### src/hw/rtl/mcs_pkg.sv
package mcs_pkg;

  localparam int PIXEL_BITS = 32;
  localparam int VAL_W      = 33;
  localparam int DIFF_W     = 34;
  localparam int DEN_W      = 33;
  localparam int NUM_W      = 41;
  localparam int REM_W      = 42;
  localparam int QBITS      = 8;
  localparam int LEVEL_W    = 8;

  localparam logic [31:0] RAW_MASK = 32'hFFFF_FFFF >> (32 - PIXEL_BITS);

  localparam logic [2:0] KIND_U8  = 3'd0;
  localparam logic [2:0] KIND_S8  = 3'd1;
  localparam logic [2:0] KIND_U16 = 3'd2;
  localparam logic [2:0] KIND_S16 = 3'd3;
  localparam logic [2:0] KIND_S32 = 3'd4;
  localparam logic [2:0] KIND_U32 = 3'd5;

  localparam logic [LEVEL_W-1:0] LEVEL_MAX = '1;

  typedef logic signed [VAL_W-1:0] val_t;

  typedef struct packed {
    logic valid;
    logic err;
    logic zero;
    logic sat;
  } tag_t;

  function automatic val_t type_min(input logic [2:0] kind);
    val_t v;
    case (kind)
      KIND_S8:  v = {{26{1'b1}}, 7'b0};
      KIND_S16: v = {{18{1'b1}}, 15'b0};
      KIND_S32: v = {2'b11, 31'b0};
      default:  v = '0;
    endcase
    return v;
  endfunction

  function automatic val_t type_max(input logic [2:0] kind);
    val_t v;
    case (kind)
      KIND_U8:  v = {25'b0, 8'hFF};
      KIND_S8:  v = {26'b0, 7'h7F};
      KIND_U16: v = {17'b0, 16'hFFFF};
      KIND_S16: v = {18'b0, 15'h7FFF};
      KIND_S32: v = {2'b00, {31{1'b1}}};
      default:  v = {1'b0, {32{1'b1}}};
    endcase
    return v;
  endfunction

  function automatic val_t read_pixel(input logic [31:0] raw, input logic [2:0] kind);
    logic [31:0] x;
    val_t v;
    x = raw & RAW_MASK;
    case (kind)
      KIND_U8:  v = {25'b0, x[7:0]};
      KIND_S8:  v = {{25{x[7]}}, x[7:0]};
      KIND_U16: v = {17'b0, x[15:0]};
      KIND_S16: v = {{17{x[15]}}, x[15:0]};
      KIND_S32: v = {x[31], x};
      default:  v = {1'b0, x};
    endcase
    return v;
  endfunction

endpackage

### src/hw/rtl/mcs_in_if.sv
interface mcs_in_if;
  logic        valid;
  logic        ready;
  logic        action;
  logic        first;
  logic [31:0] pixel_bits;

  modport source (output valid, output action, output first, output pixel_bits, input ready);
  modport sink (input valid, input action, input first, input pixel_bits, output ready);
endinterface

### src/hw/rtl/mcs_out_if.sv
interface mcs_out_if;
  logic       valid;
  logic       ready;
  logic [7:0] level;
  logic       range_error;

  modport source (output valid, output level, output range_error, input ready);
  modport sink (input valid, input level, input range_error, output ready);
endinterface

### src/hw/rtl/minmax_contrast_stretch_8bit_unit.sv
// Min/max contrast stretch of one image plane to 8-bit levels.
// Words arrive on the pixels channel (valid/ready). A measure word (action 0)
// updates the running minimum and maximum of unsaturated pixels and gives no
// result; first restarts the extremes. A map word (action 1) gives one word
// on the levels channel: round((p - min) * 255 / (max - min)), clamped to
// 0..255, or range_error with level 0 when no usable range was measured.
// The user must write pixel_kind through wr_en/wr_data only while no word
// is in flight; the block does not enforce this. A map word passes the
// extreme and difference stage, the scaling and rounding setup registers,
// the row of divider cells (one quotient bit each) and the output register.
// Throughput is one word per cycle while the output register is empty or
// levels.ready is high. The whole pipeline advances together, so while a
// result waits on levels.ready the pipeline and pixels.ready hold.
// Synchronous reset clears all valid bits, sets pixel_kind to u8 and the
// extremes to 255 and 0.
module minmax_contrast_stretch_8bit_unit (
  input  logic       clk,
  input  logic       rst,
  input  logic       wr_en,
  input  logic [2:0] wr_data,
  mcs_in_if.sink     pixels,
  mcs_out_if.source  levels
);
  import mcs_pkg::*;

  logic                      adv;
  logic                      accept;
  logic [2:0]                pixel_kind;
  tag_t                      a_tag, b_tag, c_tag;
  logic signed [DIFF_W-1:0]  a_diff;
  logic [DEN_W-1:0]          a_den, b_den;
  logic [NUM_W-1:0]          b_num;
  logic [REM_W-1:0]          c_rem, c_dsh;
  logic                      zero_flag, sat_flag;
  logic                      o_valid;
  logic [LEVEL_W-1:0]        level;
  logic                      range_error;

  tag_t                      cell_tag [QBITS+1];
  logic [REM_W-1:0]          cell_rem [QBITS+1];
  logic [REM_W-1:0]          cell_dsh [QBITS+1];
  logic [QBITS-1:0]          cell_q   [QBITS+1];

  assign adv           = !o_valid || levels.ready;
  assign accept        = pixels.valid && adv;
  assign pixels.ready  = adv;
  assign levels.valid  = o_valid;
  assign levels.level  = level;
  assign levels.range_error = range_error;

  always_ff @(posedge clk) begin
    if (rst) begin
      pixel_kind <= KIND_U8;
    end else if (wr_en) begin
      pixel_kind <= wr_data;
    end
  end

  mcs_front u_front (
    .clk        (clk),
    .rst        (rst),
    .adv        (adv),
    .accept     (accept),
    .kind       (pixel_kind),
    .action     (pixels.action),
    .first      (pixels.first),
    .pixel_bits (pixels.pixel_bits),
    .a_tag      (a_tag),
    .a_diff     (a_diff),
    .a_den      (a_den)
  );

  // A pixel at or below the minimum maps to 0; at or above the maximum, to 255.
  // Between them the difference is below the range and the quotient fits 8 bits.
  assign zero_flag = !a_tag.err && (a_diff <= 0);
  assign sat_flag  = !a_tag.err && !zero_flag && (a_diff >= $signed({1'b0, a_den}));

  always_ff @(posedge clk) begin
    if (rst) begin
      b_tag <= '0;
      c_tag <= '0;
    end else if (adv) begin
      b_tag <= '{valid: a_tag.valid, err: a_tag.err, zero: zero_flag, sat: sat_flag};
      c_tag <= b_tag;
    end
  end

  // Rounded quotient: (2*num + den) / (2*den), with num = diff * 255.
  always_ff @(posedge clk) begin
    if (adv) begin
      b_num <= {a_diff[DEN_W-1:0], 8'b0} - NUM_W'(a_diff[DEN_W-1:0]);
      b_den <= a_den;
      c_rem <= (REM_W'(b_num) << 1) + REM_W'(b_den);
      c_dsh <= REM_W'(b_den) << QBITS;
    end
  end

  assign cell_tag[0] = c_tag;
  assign cell_rem[0] = c_rem;
  assign cell_dsh[0] = c_dsh;
  assign cell_q[0]   = '0;

  for (genvar i = 0; i < QBITS; i++) begin : g_cell
    mcs_cell u_cell (
      .clk    (clk),
      .rst    (rst),
      .adv    (adv),
      .up_tag (cell_tag[i]),
      .up_rem (cell_rem[i]),
      .up_dsh (cell_dsh[i]),
      .up_q   (cell_q[i]),
      .dn_tag (cell_tag[i+1]),
      .dn_rem (cell_rem[i+1]),
      .dn_dsh (cell_dsh[i+1]),
      .dn_q   (cell_q[i+1])
    );
  end

  always_ff @(posedge clk) begin
    if (rst) begin
      o_valid <= 1'b0;
    end else if (adv) begin
      o_valid <= cell_tag[QBITS].valid;
    end
  end

  always_ff @(posedge clk) begin
    if (adv) begin
      range_error <= cell_tag[QBITS].err;
      if (cell_tag[QBITS].err || cell_tag[QBITS].zero) begin
        level <= '0;
      end else if (cell_tag[QBITS].sat) begin
        level <= LEVEL_MAX;
      end else begin
        level <= cell_q[QBITS];
      end
    end
  end

  a_map_enters: assert property (@(posedge clk) disable iff (rst)
    pixels.valid && pixels.ready |=> a_tag.valid == $past(pixels.action))
    else $error("map word did not enter the pipeline");

  a_flags_excl: assert property (@(posedge clk) disable iff (rst)
    b_tag.valid && !b_tag.err |-> !(b_tag.zero && b_tag.sat))
    else $error("pixel flagged both below and above range");

  a_rem_bound: assert property (@(posedge clk) disable iff (rst)
    cell_tag[QBITS].valid && !cell_tag[QBITS].err && !cell_tag[QBITS].zero &&
    !cell_tag[QBITS].sat |-> cell_rem[QBITS] < (cell_dsh[QBITS] << 1))
    else $error("divider remainder not below divisor");

  a_err_level: assert property (@(posedge clk) disable iff (rst)
    levels.valid && levels.range_error |-> levels.level == '0)
    else $error("range error with nonzero level");

endmodule

### src/hw/rtl/mcs_front.sv
module mcs_front (
  input  logic                                clk,
  input  logic                                rst,
  input  logic                                adv,
  input  logic                                accept,
  input  logic [2:0]                          kind,
  input  logic                                action,
  input  logic                                first,
  input  logic [31:0]                         pixel_bits,
  output mcs_pkg::tag_t                       a_tag,
  output logic signed [mcs_pkg::DIFF_W-1:0]   a_diff,
  output logic [mcs_pkg::DEN_W-1:0]           a_den
);
  import mcs_pkg::*;

  val_t p, tmin, tmax;
  val_t low_extreme, high_extreme, low_next, high_next, low_base, high_base;
  logic signed [DIFF_W-1:0] den_full;

  always_comb begin
    p         = read_pixel(pixel_bits, kind);
    tmin      = type_min(kind);
    tmax      = type_max(kind);
    low_base  = first ? tmax : low_extreme;
    high_base = first ? tmin : high_extreme;
    low_next  = (p > tmin && p < low_base) ? p : low_base;
    high_next = (p < tmax && p > high_base) ? p : high_base;
    den_full  = DIFF_W'(high_extreme) - DIFF_W'(low_extreme);
  end

  // Extremes follow measure words only; saturated pixels never count.
  always_ff @(posedge clk) begin
    if (rst) begin
      low_extreme  <= type_max(KIND_U8);
      high_extreme <= type_min(KIND_U8);
    end else if (accept && !action) begin
      low_extreme  <= low_next;
      high_extreme <= high_next;
    end
  end

  always_ff @(posedge clk) begin
    if (rst) begin
      a_tag <= '0;
    end else if (adv) begin
      a_tag.valid <= accept && action;
      a_tag.err   <= low_extreme >= high_extreme;
      a_tag.zero  <= 1'b0;
      a_tag.sat   <= 1'b0;
    end
  end

  always_ff @(posedge clk) begin
    if (adv) begin
      a_diff <= DIFF_W'(p) - DIFF_W'(low_extreme);
      a_den  <= den_full[DEN_W-1:0];
    end
  end

endmodule

### src/hw/rtl/mcs_cell.sv
module mcs_cell (
  input  logic                         clk,
  input  logic                         rst,
  input  logic                         adv,
  input  mcs_pkg::tag_t                up_tag,
  input  logic [mcs_pkg::REM_W-1:0]    up_rem,
  input  logic [mcs_pkg::REM_W-1:0]    up_dsh,
  input  logic [mcs_pkg::QBITS-1:0]    up_q,
  output mcs_pkg::tag_t                dn_tag,
  output logic [mcs_pkg::REM_W-1:0]    dn_rem,
  output logic [mcs_pkg::REM_W-1:0]    dn_dsh,
  output logic [mcs_pkg::QBITS-1:0]    dn_q
);
  import mcs_pkg::*;

  logic fit;

  assign fit = up_rem >= up_dsh;

  always_ff @(posedge clk) begin
    if (rst) begin
      dn_tag <= '0;
    end else if (adv) begin
      dn_tag <= up_tag;
    end
  end

  // One restoring step: the divisor walks down one bit per cell.
  always_ff @(posedge clk) begin
    if (adv) begin
      dn_rem <= fit ? up_rem - up_dsh : up_rem;
      dn_dsh <= up_dsh >> 1;
      dn_q   <= {up_q[QBITS-2:0], fit};
    end
  end

endmodule
### src/flat_wrapper.sv
// flat-port wrapper written by rule: the top's interface ports become plain ports
module minmax_contrast_stretch_8bit_unit_flat import mcs_pkg::*;
  (clk, rst, wr_en, wr_data, pixels_valid, pixels_action, pixels_first, pixels_pixel_bits, pixels_ready, levels_valid, levels_level, levels_range_error, levels_ready);
  mcs_in_if pixels_i ();
  mcs_out_if levels_i ();
  input  logic clk;
  input  logic rst;
  input  logic wr_en;
  input  logic [2:0] wr_data;
  input wire logic [$bits(pixels_i.valid)-1:0] pixels_valid;
  input wire logic [$bits(pixels_i.action)-1:0] pixels_action;
  input wire logic [$bits(pixels_i.first)-1:0] pixels_first;
  input wire logic [$bits(pixels_i.pixel_bits)-1:0] pixels_pixel_bits;
  output wire logic [$bits(pixels_i.ready)-1:0] pixels_ready;
  output wire logic [$bits(levels_i.valid)-1:0] levels_valid;
  output wire logic [$bits(levels_i.level)-1:0] levels_level;
  output wire logic [$bits(levels_i.range_error)-1:0] levels_range_error;
  input wire logic [$bits(levels_i.ready)-1:0] levels_ready;
  assign pixels_i.valid = pixels_valid;
  assign pixels_i.action = pixels_action;
  assign pixels_i.first = pixels_first;
  assign pixels_i.pixel_bits = pixels_pixel_bits;
  assign pixels_ready = pixels_i.ready;
  assign levels_valid = levels_i.valid;
  assign levels_level = levels_i.level;
  assign levels_range_error = levels_i.range_error;
  assign levels_i.ready = levels_ready;
  minmax_contrast_stretch_8bit_unit u_core (.clk(clk), .rst(rst), .wr_en(wr_en), .wr_data(wr_data), .pixels(pixels_i), .levels(levels_i));
endmodule
### config.mk
export PLATFORM = sky130hd
export DESIGN_NAME = minmax_contrast_stretch_8bit_unit_flat
export DESIGN_NICKNAME = d
export VERILOG_FILES = /design/src/hw/rtl/mcs_pkg.sv /design/src/hw/rtl/mcs_in_if.sv /design/src/hw/rtl/mcs_out_if.sv /design/src/hw/rtl/minmax_contrast_stretch_8bit_unit.sv /design/src/hw/rtl/mcs_front.sv /design/src/hw/rtl/mcs_cell.sv /design/src/flat_wrapper.sv
export SDC_FILE = /design/constraint.sdc
export NUM_CORES = 2
export LEC_CHECK = 0
export BUFFER_PORTS_ARGS = -buffer_cell sky130_fd_sc_hd__buf_2
export CAP_MARGIN = 20
export CORE_ASPECT_RATIO = 0.9
export CORE_MARGIN = 10
export CORE_UTILIZATION = 40
export DETAILED_ROUTE_END_ITERATION = 8
export RECOVER_POWER = 50
export SYNTH_ARGS = -nofsm -noshare
export SYNTH_HDL_FRONTEND = slang
export SYNTH_SLANG_ARGS = --single-unit
### constraint.sdc
create_clock -name clk -period 78.3 [get_ports clk]
set_clock_uncertainty 0.15 [all_clocks]
set_input_delay 15.66 -clock clk [delete_from_list [all_inputs] [get_ports clk]]
set_output_delay 15.66 -clock clk [all_outputs]
set_load 0.02 [all_outputs]
==> metrics.md <==
| Metric | Value |
|---|---|
| Status | finished with violations |
| Failing checks | max-capacitance violations, max-slew violations |
| Final Hold Vio Count | 0 |
| Post-CTS setup buffers | 0 |
| GRT Util Overall | 0.157 |
| Final Critical Period | 36.71 ns |
| Final setup vio count | 0 |
| Pin count of the biggest net entering global routing | 180 |
| Max_cap viols | 12 |
| TritonCTS clock tree | built |
| R2r setup slk | 70.32 ns |
| PostCTS Resize Cnt | 0 |
| H-tree depth | 3 |
| Layout area overhead | 9.84% |
| Drt via density | 5.27 |
| Setup TNS | 0 ns |
| Slew headroom | -1.12 |
| Power per standard cell area | 46.1 nW/um2 |
| Drt first-iter violations | 2339 |
| Post-synth EDFFs | 778 |
| GRT met3 Usage | 0.0223 |
| Hold Path Depth | 0 |
| CP Capture Type | output pin |
| Met2 GRT Util | 0.283 |
| Sequential area share after synthesis | 0.469 |
| Clk_lat worst skew | 0.70 ns |
| Tcrit/Tclk final | 0.469 |
| Library cells used by synthesis | 87 |
| Worst VDD drop | 0.0199 mV |
| Initial antenna violation count | 2 |
| Global-route wire length before repair | 197000 um |
| CTS Buf Count | 95 |
| FF/Latch Area | 25600 um2 |
| Core area | 135000 um2 |
| Pins Over Slew Limit | 650 |
| Yosys top cell by area | edfxtp_1 |
| Die width | 409 um |
| Clock root cell | clkbuf_16 |
| Post-synthesis async set-or-reset flop share | 0 |
| Top cells by area, synth | edfxtp_1, ha_1, a21oi_1 |
| Die ar. | 152000 um2 |
| Clk pin slew, worst setup/hold paths | 0.06 ns |
| Met1 usage | 0.184 |
| Syn Nets | 5977 |
| GR peak layer | met2 |
| # DRC | 0 |
| TritonRoute pass-1 iters | 5 |
| Hold Buf Count CTS | 0 |
| Hold path startpoint | u_core.g_cell[6].u_cell.dn_q[6] |
| Vias | 38800 |
| Area occupied by multi-input gates | 26600 um2 |
| Fmax | 27.2 MHz |
| CTS sink count | 890 |
| Post-route insts no fill | 7348 |
| R2r startpoint | u_core.levels.valid |
| Placed Cells | 7175 |
| Syn Area/Cell | 10.1 um2 |
| Yosys warns | 0 |
| WL final | 122000 um |
| Post-DP Area | 56900 um2 |
| Req. time, crit path | 62.49 ns |
| Final Core Density | 0.443 |
| Leak | 25.2 nW |
| Reg2reg end | u_core.g_cell[1].u_cell.dn_rem[11] |
| Worst-margin pin slew | 3.18 ns |
| Cell count of the worst reg-to-reg path | 6 |
| Mapped Area | 54600 um2 |
| IO buf count | 52 |
| # IOs | 53 |
| Startpoint types | primary input |
| Worst-path maximum fanout | 59 |
| Hold Crit Endpoint | u_core.g_cell[7].u_cell.dn_q[7] |
| Layout cells sized above 1 | 0.0496 |
| Row cnt | 128 |
| Global route total overflow | 0 |
| Min-Delay Path Class | flip-flop to flip-flop |
| Nets@finish | 6032 |
| Primary FF master, synth | edfxtp_1 |
| RSZ-0062 raised after global routing | no |
| Initial Util | 0.403 |
| Routed Antenna Nets | 0 |
| Die height | 371 um |
| Vias in the first global route | 38500 |
| WP data arrival | 20.90 ns |
| Layout Cell Area excl Fill | 60000 um2 |
| Gate Count Post-Synth | 5398 |
| Final GP Congestion | 0.907 |
| Routed wire per std cell | 16.6 um |
| Detail Placement HPWL | 93800 um |
| Crit Path Class | primary input to output pin |
| Synth top area share | 0.428 |
| Clock buffer depth | 3 |
| Filler Cells Inserted | 12900 |
| FF+latch count, synth | 890 |
==> how the worst max path moves through the flow <==
stage | start | end | slack [ns]
floorplan | levels_ready | pixels_ready | 25.37
global placement | levels_ready | pixels_ready | 45.55
detailed placement | levels_ready | pixels_ready | 45.54
CTS | levels_ready | pixels_ready | 45.54
global route | levels_ready | pixels_ready | 40.91
finish | levels_ready | pixels_ready | 41.59
==> critical path, stage by stage <==
cell and delay (ns):
clkbuf_1 0.10, nor2b_4 0.10, clkbuf_1 1.45, clkinvlp_2 2.75
buf_2 0.80
==> placed cells by master, fill, tap and decap left out, types with 18 or more instances in the layout <==
cell	count
o31ai_1	34
or3_1	27
o211ai_1	59
and3_1	30
inv_1	497
xor2_1	153
nor2b_1	55
clkbuf_16	97
nor2_1	274
mux2i_1	29
o22ai_1	18
dfxtp_1	112
o21bai_1	39
o21ai_0	372
clkbuf_1	34
a31oi_1	39
a21o_1	212
nand3_1	79
nand2b_1	59
ha_1	527
buf_2	49
or2_2	25
nor3_1	87
nor4_1	34
nand4_1	72
o21a_1	79
nand2_1	544
a21oi_1	508
xnor2_1	194
buf_4	21
a211oi_1	45
clkinv_1	23
edfxtp_1	778
==> layer usage <==
layer,routed length (um),part of all wire,up-vias
met3,3750,0.031,287
met4,6120,0.050,0
met1,52800,0.43,17900
li1,-,-,19800
met5,0,0,-
met2,59500,0.49,717
==> report_power, final <==
| part | leakage, nW | switching [mW] | internal (mW) | total, mW |
|---|---|---|---|---|
| combinational | 14.8 | 0.780 | 0.597 | 1.38 |
| clock | 1.51 | 0.183 | 0.266 | 0.449 |
| sequential | 8.90 | 0.118 | 0.819 | 0.937 |
| total | 25.2 | 1.08 | 1.68 | 2.76 |
==> state kept, by name, summed over array words and instances (netlist names), 33 cells and up <==
| signal | cells |
|---|---|
| u_core.u_front.a_diff | 34 |
| u_core.u_front.low_extreme | 33 |
| u_core.g_cell.u_cell.dn_rem | 294 |
| u_core.g_cell.u_cell.dn_q | 36 |
| u_core.g_cell.u_cell.dn_dsh | 224 |
| u_core.u_front.high_extreme | 33 |
| u_core.u_front.a_den | 33 |
| u_core.b_num | 41 |
| u_core.c_rem | 42 |
| u_core.b_den | 33 |
==> synthesized netlist by cell type (72+ instances only) <==
cell type and instances:
xor2_1 153, a21o_1 212, inv_1 497, nor2_1 275
nor3_1 87, edfxtp_1 778, o21ai_0 372, clkbuf_1 108
nand4_1 72, nand3_1 79, xnor2_1 194, o21a_1 80
ha_1 527, a21oi_1 508, nand2_1 544, dfxtp_1 112
==> final cells by class <==
cell class | instances | area share
Clock buffer | 121 | 0.0426
Inverter | 501 | 0.0314
Tap cell | 1820 | 0.0380
Timing Repair Buffer | 86 | 0.00812
Sequential cell | 890 | 0.427
Clock inverter | 50 | 0.00901
Multi-Input combinational cell | 3879 | 0.444
Antenna cell | 1 | 0.0000417
==> cell families (layout without fill, tap and decap cells) <==
| family | count (synthesis) | count (layout) | synth area share |
|---|---|---|---|
| other | 0 | 1 | 0 |
| AND/OR/NAND/NOR | 1377 | 1377 | 0.119 |
| XOR/XNOR | 347 | 347 | 0.0557 |
| flip-flops | 890 | 890 | 0.469 |
| adder cells (fa/ha/maj) | 542 | 542 | 0.125 |
| multiplexers | 48 | 48 | 0.00930 |
| AO/OA/AOI/OAI | 1565 | 1565 | 0.178 |
| buffers and inverters | 629 | 758 | 0.0439 |
==> per-stage QoR <==
step           hold slack [ns]  setup WS (ns)  power [mW]
3_5_place_dp             0.255          45.54        2.32
3_3_place_gp             0.251          45.55        2.29
6_report                 0.267          41.59        2.76
4_1_cts                  0.268          45.54        2.78
5_1_grt                  0.273          40.91        3.00
2_1_floorplan            0.250          25.37        1.98
Note: power is estimated with default switching activity, not from simulation.
